$ cat config.mk
export PLATFORM = sky130hd
export DESIGN_NAME = icdf_div
export DESIGN_NICKNAME = d
export VERILOG_FILES = /design/src/hdl/icdf_pkg.sv /design/src/hdl/icdf_div.sv
export SDC_FILE = /design/constraint.sdc
export NUM_CORES = 1
export LEC_CHECK = 0
export ABC_AREA = 1
export BUFFER_PORTS_ARGS = -buffer_cell sky130_fd_sc_hd__buf_4
export CAP_MARGIN = 20
export CORE_ASPECT_RATIO = 1.2
export CORE_MARGIN = 4
export CORE_UTILIZATION = 42
export DETAILED_ROUTE_END_ITERATION = 7
export PLACE_DENSITY = 0.75
export SKIP_LAST_GASP = 1
export SYNTH_ARGS = -nofsm -noshare
export SYNTH_HDL_FRONTEND = slang
export SYNTH_SLANG_ARGS = --single-unit
$ cat constraint.sdc
create_clock -name aclk -period 3.3 [get_ports aclk]
set_clock_uncertainty 0.15 [all_clocks]
set_input_delay 0.33 -clock aclk [delete_from_list [all_inputs] [get_ports aclk]]
set_output_delay 0.33 -clock aclk [all_outputs]
set_load 0.03 [all_outputs]
$ cat src/hdl/icdf_pkg.sv
// Shared types and constants for the inverse-CDF table sampler.
// No dependencies; used by icdf_div and inverse_cdf_table_sampler.
package icdf_pkg;

    // Table geometry.
    localparam int TABLE_DEPTH = 1024;
    localparam int IDX_W       = $clog2(TABLE_DEPTH);
    localparam int LEN_W       = 11;

    // Field widths.
    localparam int ENERGY_W = 32;
    localparam int CDF_W    = 25;
    localparam int FRAC_W   = 24;
    localparam int PROD_W   = FRAC_W + ENERGY_W;

    // Stream widths.
    localparam int S_TDATA_W = 96;
    localparam int M_TDATA_W = 48;

    // Request kinds.
    localparam logic ACT_LOAD   = 1'b0;
    localparam logic ACT_SAMPLE = 1'b1;

    // Result outcome codes.
    localparam logic [1:0] OUT_INTERP = 2'd0;
    localparam logic [1:0] OUT_FIRST  = 2'd1;
    localparam logic [1:0] OUT_CLAMP  = 2'd2;
    localparam logic [1:0] OUT_FLAT   = 2'd3;

    // One table entry as held in the table memory.
    typedef struct packed {
        logic [CDF_W-1:0]    cdf;
        logic [ENERGY_W-1:0] energy;
    } entry_t;

    // Sequencer states.
    typedef enum logic [2:0] {
        ST_IDLE,
        ST_SCAN,
        ST_MUL,
        ST_DIV_START,
        ST_DIV_WAIT,
        ST_DONE
    } state_t;

endpackage

$ cat src/hdl/icdf_div.sv
// Iterative restoring divider, one quotient bit per cycle.
// Depends on icdf_pkg for widths. The quotient must fit in ENERGY_W bits.
module icdf_div (
    input  logic                                aclk,
    input  logic                                aresetn,
    input  logic                                start,
    input  logic [icdf_pkg::PROD_W-1:0]         dividend,
    input  logic [icdf_pkg::CDF_W-1:0]          divisor,
    output logic                                done,
    output logic [icdf_pkg::ENERGY_W-1:0]       quotient
);

    localparam int QW  = icdf_pkg::ENERGY_W;
    localparam int DW  = icdf_pkg::CDF_W;
    localparam int CW  = $clog2(QW);

    logic [DW-1:0] rem_reg;
    logic [QW-1:0] low_reg;
    logic [CW-1:0] cnt_reg;
    logic          run_reg;
    logic          done_reg;

    logic [DW:0]   shifted;
    logic [DW+1:0] diff;
    logic          qbit;

    // Trial subtract of the divisor from the shifted partial remainder.
    always_comb begin
        shifted = {rem_reg, low_reg[QW-1]};
        diff    = {1'b0, shifted} - {2'b00, divisor};
        qbit    = ~diff[DW+1];
    end

    // Control: run for one step per quotient bit, then pulse done.
    always_ff @(posedge aclk) begin
        if (!aresetn) begin
            run_reg  <= 1'b0;
            done_reg <= 1'b0;
            cnt_reg  <= '0;
        end else begin
            done_reg <= 1'b0;
            if (start) begin
                run_reg <= 1'b1;
                cnt_reg <= '0;
            end else if (run_reg) begin
                cnt_reg <= cnt_reg + 1'b1;
                if (cnt_reg == CW'(QW - 1)) begin
                    run_reg  <= 1'b0;
                    done_reg <= 1'b1;
                end
            end
        end
    end

    // Datapath: the upper dividend bits seed the remainder, quotient bits
    // shift in where dividend bits shift out.
    always_ff @(posedge aclk) begin
        if (start) begin
            rem_reg <= {1'b0, dividend[icdf_pkg::PROD_W-1:QW]};
            low_reg <= dividend[QW-1:0];
        end else if (run_reg) begin
            rem_reg <= qbit ? diff[DW-1:0] : shifted[DW-1:0];
            low_reg <= {low_reg[QW-2:0], qbit};
        end
    end

    assign done     = done_reg;
    assign quotient = low_reg;

endmodule

# Word-level counts from Yosys, hierarchy flattened
# Index checks and enable logic that the tools add are counted.
totals:
  input_bits: 84
  regBits: 64
  output_inout_bits: 33
classes:
  reduce_logical: 3
  mux: 9
  bitwise: 3
  add_sub_neg: 2
  n_eq_ne: 1
ops:
  columns: ["op", "count"]
  rows:
  - ["$mux W32", 2]
  - ["$mux W24", 2]
  - ["$sub A26 B25 Y27", 1]
  - ["$mux W25", 1]
  - ["$add A5 B1 Y5 const B", 1]
  - ["$eq A5 B5 Y1 const B", 1]
  - ["$mux W1", 4]
  - ["$not A1 Y1", 3]
  - ["$reduce_or A3 Y1", 1]
  - ["$reduce_bool A2 Y1", 1]
  - ["$reduce_or A2 Y1", 1]

# Longest topological paths before layout
depth:
  word_depth: 4
  mapped_depth: 15
  ltp_nobuf: 14

# Worst setup path after synthesis
# OpenSTA, ideal clock, no wires.
synth_path:
  path_kind: "input port to flip-flop"
  start: "input port start"
  end: "register low_reg[0], in the netlist quotient[0] (enable)"
  slack_ns: 0.755
  t_arrival_ns: 1.984
  cell_stages: 4
  setup_time_ns: 0.410
  path_buffers: 2
  path_cell_list: "clkbuf_1 > clkbuf_1 > nor2_1 > inv_1"
synth_between:
  elab_chain_cells: 1
synth_lines:
  columns: ["element", "line_no", "source"]
  rows:
  - ["start: declaration", "icdf_div.sv:6", "input logic start,"]
  - ["$reduce_bool A2 Y1 (no source line)", null, null]
  - ["end signal: assignment", "icdf_div.sv:60", "low_reg <= dividend[QW-1:0];"]
  - ["end signal: assignment", "icdf_div.sv:63", "low_reg <= {low_reg[QW-2:0], qbit};"]
  - ["end: declaration", "icdf_div.sv:18", "logic [QW-1:0] low_reg;"]
# No other way between the ends.
# A chain may end at the register's enable or synchronous reset.

# Worst setup path after layout
layout_path:
  start: "register low_reg[31], in the netlist quotient[31]"
  end: "register rem_reg[23] (data pin)"
layout_between:
  elab_chain_cells: 4
layout_lines:
  columns: ["element", "line_no", "source"]
  rows:
  - ["$sub A26 B25 Y27", "icdf_div.sv:30", "diff = {1'b0, shifted} - {2'b00, divisor};"]
  - ["$mux W25", "icdf_div.sv:62", "rem_reg <= qbit ? diff[DW-1:0] : shifted[DW-1:0];"]
  - ["$mux W24", "icdf_div.sv:61", "end else if (run_reg) begin"]
  - ["$mux W24", "icdf_div.sv:58", "if (start) begin"]
  - ["end signal: assignment", "icdf_div.sv:59", "rem_reg <= {1'b0, dividend[icdf_pkg::PROD_W-1:QW]};"]
  - ["end signal: assignment", "icdf_div.sv:62", null]
  - ["end: declaration", "icdf_div.sv:17", "logic [DW-1:0] rem_reg;"]
# No other way between the ends. The select of a mux whose other input is x is not followed.

==> metrics.yaml <==
setup_path:
  arrival_ps: 2630
  path_max_fanout: 32
  crit_chain: "inv_1, ha_1, inv_1, fa_1, nand3_1, nand3_2, nand2_4, nand3_4, nand2_2, nand2_1, nand2_1, nand2_1"
  cp-start-kind: "flop"
  cp-end-kind: "flop"
  crit_type: "reg2reg"
  cp.required_ps: 3240
  slowest_delay_ps: 420
  cpMostUsedCell: "nand2_1"
  cp_slowest_cell: "fa_1"
yosys:
  yosys_warnings: 0
  yosysSeqAreaShare: 0.366
  syn_avg_cell_area_um2: 6.69
  synth_area_leader_cell: "edfxtp_1"
  synthTopCellsByArea: "edfxtp_1 (33%), nand2_1 (25%), inv_1 (9.8%)"
  netlist.area_leader.share: 0.334
  synthTopCellsByCount: "nand2_1 (340), inv_1 (131), edfxtp_1 (56), nand3_1 (49), nor2_1 (37)"
  netlist_instances: 752
  synth_edf_count: 56
  ys_types: 33
  synthArstFlopShare: 0
  synth-seq-cells: 64
  synth_nets: 864
  synth_ff_type: "edfxtp_1"
  post-synth-top-count-cell: "nand2_1"
  synth_area_mm2: 0.00503
layout:
  area_growth_pct: 25.9
  final_nets: 977
  largest_register_ff_count: 32
  drive_above_1_share: 0.176
  layoutNonFillerInstCount: 1027
  antennaDiodeCount: 0
clock_tree:
  worstSkewPairLatency_ps: 340
  post-cts-setup-buffers: 0
  clk_pin_slew_ps: 60
  cts_made_buffers: 9
  h-tree-depth: 3
  clock_sinks: 64
  cts_tree: "done"
  cts_root_buf: "clkbuf_16"
  cts_resized: 0
  cts_buffer_depth: 2
  hold_buffers: 0
timing:
  fmax_ghz: 0.370
  fin_crit_sh: 0.818
  slew_viol_final: 0
  hold_viol: 0
  setup_viol: 0
  tightestPinTransition_ps: 649
  grt_setup_unrepaired: "no"
  max-slew-margin-rel: 0.567
  finalSetupTns_ps: 0
  post-route-min-period_ps: 2700
grt:
  grt_pass1_wl_um: 21300
  first_global_vias: 4633
  grt_antenna_before_repair: 0
  grt.total_usage: 0.195
  grt_max_degree: 60
  overflow: 0
floorplanning:
  die_h_um: 128
  dieArea_mm2: 0.0138
  initial_core_util: 0.433
  core_mm2: 0.0116
  std_cell_rows: 43
  io-pin-count: 117
  die_w_um: 108
drt:
  drtAntennaViolNets: 0
  drc_errors: 0
  dr.pass1.iters: 5
  wirelength_um: 13000
  vias_per_cell: 4.72
  drtIter0Drc: 231
  via_count: 4849
  wl_per_cell_um: 12.7
run_status:
  status: "complete, no violations"
placement:
  numPortBuffers: 116
  hpwl_um: 10200
  place_congestion: 0.950
  dp.cells: 1011
power_and_ir_drop:
  leakage_uw: 0.00349
  ir_drop_mv: 0.315
  p_per_area_mw_per_mm2: 551
hold_path:
  hold_path_class: "in2reg"
flow_run:
  maxCapViolations: 0
critical path, delay by kind of cell, from the launching register on:
kind	cells	cell delay (ps)
fa+ha+maj	2	550
buf+inv	2	130
flops	1	410
simple gates	8	1190
through the flow:
| stage | setup slack, ps | power [uW] | hold slack, ps | area (um2) | utilization |
|---|---|---|---|---|---|
| after floorplan | 755 | 2200 | 289 | 5030 | - |
| after global placement | 642 | 2560 | 305 | 6050 | 0.520 |
| after detailed placement | 593 | 2570 | 309 | 6050 | 0.520 |
| after CTS | 579 | 3510 | 95.0 | 6330 | 0.545 |
| after global routing | 376 | 3760 | 99.5 | 6330 | 0.545 |
| final | 601 | 3490 | 98.5 | 6330 | 0.545 |
cell usage in the layout, fill, tap and decap left out, types with 14 or more instances in the layout:
cell type and instances:
nor2_1 37, nand2_1 340, ha_1 27, a21oi_1 14
nand3b_1 18, nand3_1 49, edfxtp_1 56, inv_1 130
buf_4 119
path summary, 6_finish.rpt:
| kind | startpoint | endpoint | slack [ps] | depth (start not counted) |
|---|---|---|---|---|
| setup / recovery | quotient[31] | rem_reg[23] | 600 | 12 |
| hold / removal | aresetn | done | 100 | 2 |
| setup reg to reg | quotient[31] | rem_reg[23] | 600 | 12 |
| hold reg to reg | cnt_reg[4] | cnt_reg[4] | 320 | 2 |
layer usage:
| metal | GRT usage | wire (um) | up-vias |
|---|---|---|---|
| met5 | 0 | 0 | - |
| met4 | 0.0854 | 389 | 0 |
| met3 | 0.0514 | 1040 | 32 |
| met2 | 0.324 | 6170 | 152 |
| met1 | 0.237 | 5420 | 2111 |
| li1 | - | - | 2554 |
layout make-up:
| cell class | instances | area (um2) |
|---|---|---|
| repair buffers | 120 | 913 |
| clock buffers | 10 | 229 |
| fillers | 1177 | 5290 |
| inverters | 134 | 503 |
| clock inverters | 6 | 60.1 |
| well taps | 157 | 196 |
| flip-flops and latches | 64 | 1840 |
| multi-input cells | 536 | 2590 |
cells by family after synthesis:
group,after synthesis,synth area share
simple gates,472,0.398
flops,64,0.366
compound gates,26,0.0286
fa+ha+maj,28,0.0711
xor+xnor,10,0.0174
buf+inv,152,0.119
report_power, final:
group	total (uW)	internal [uW]	switching, uW
Clock	933	580	352
Combinational	1450	548	900
Sequential	1110	1040	77.1
(Power assumes the default switching activity.)
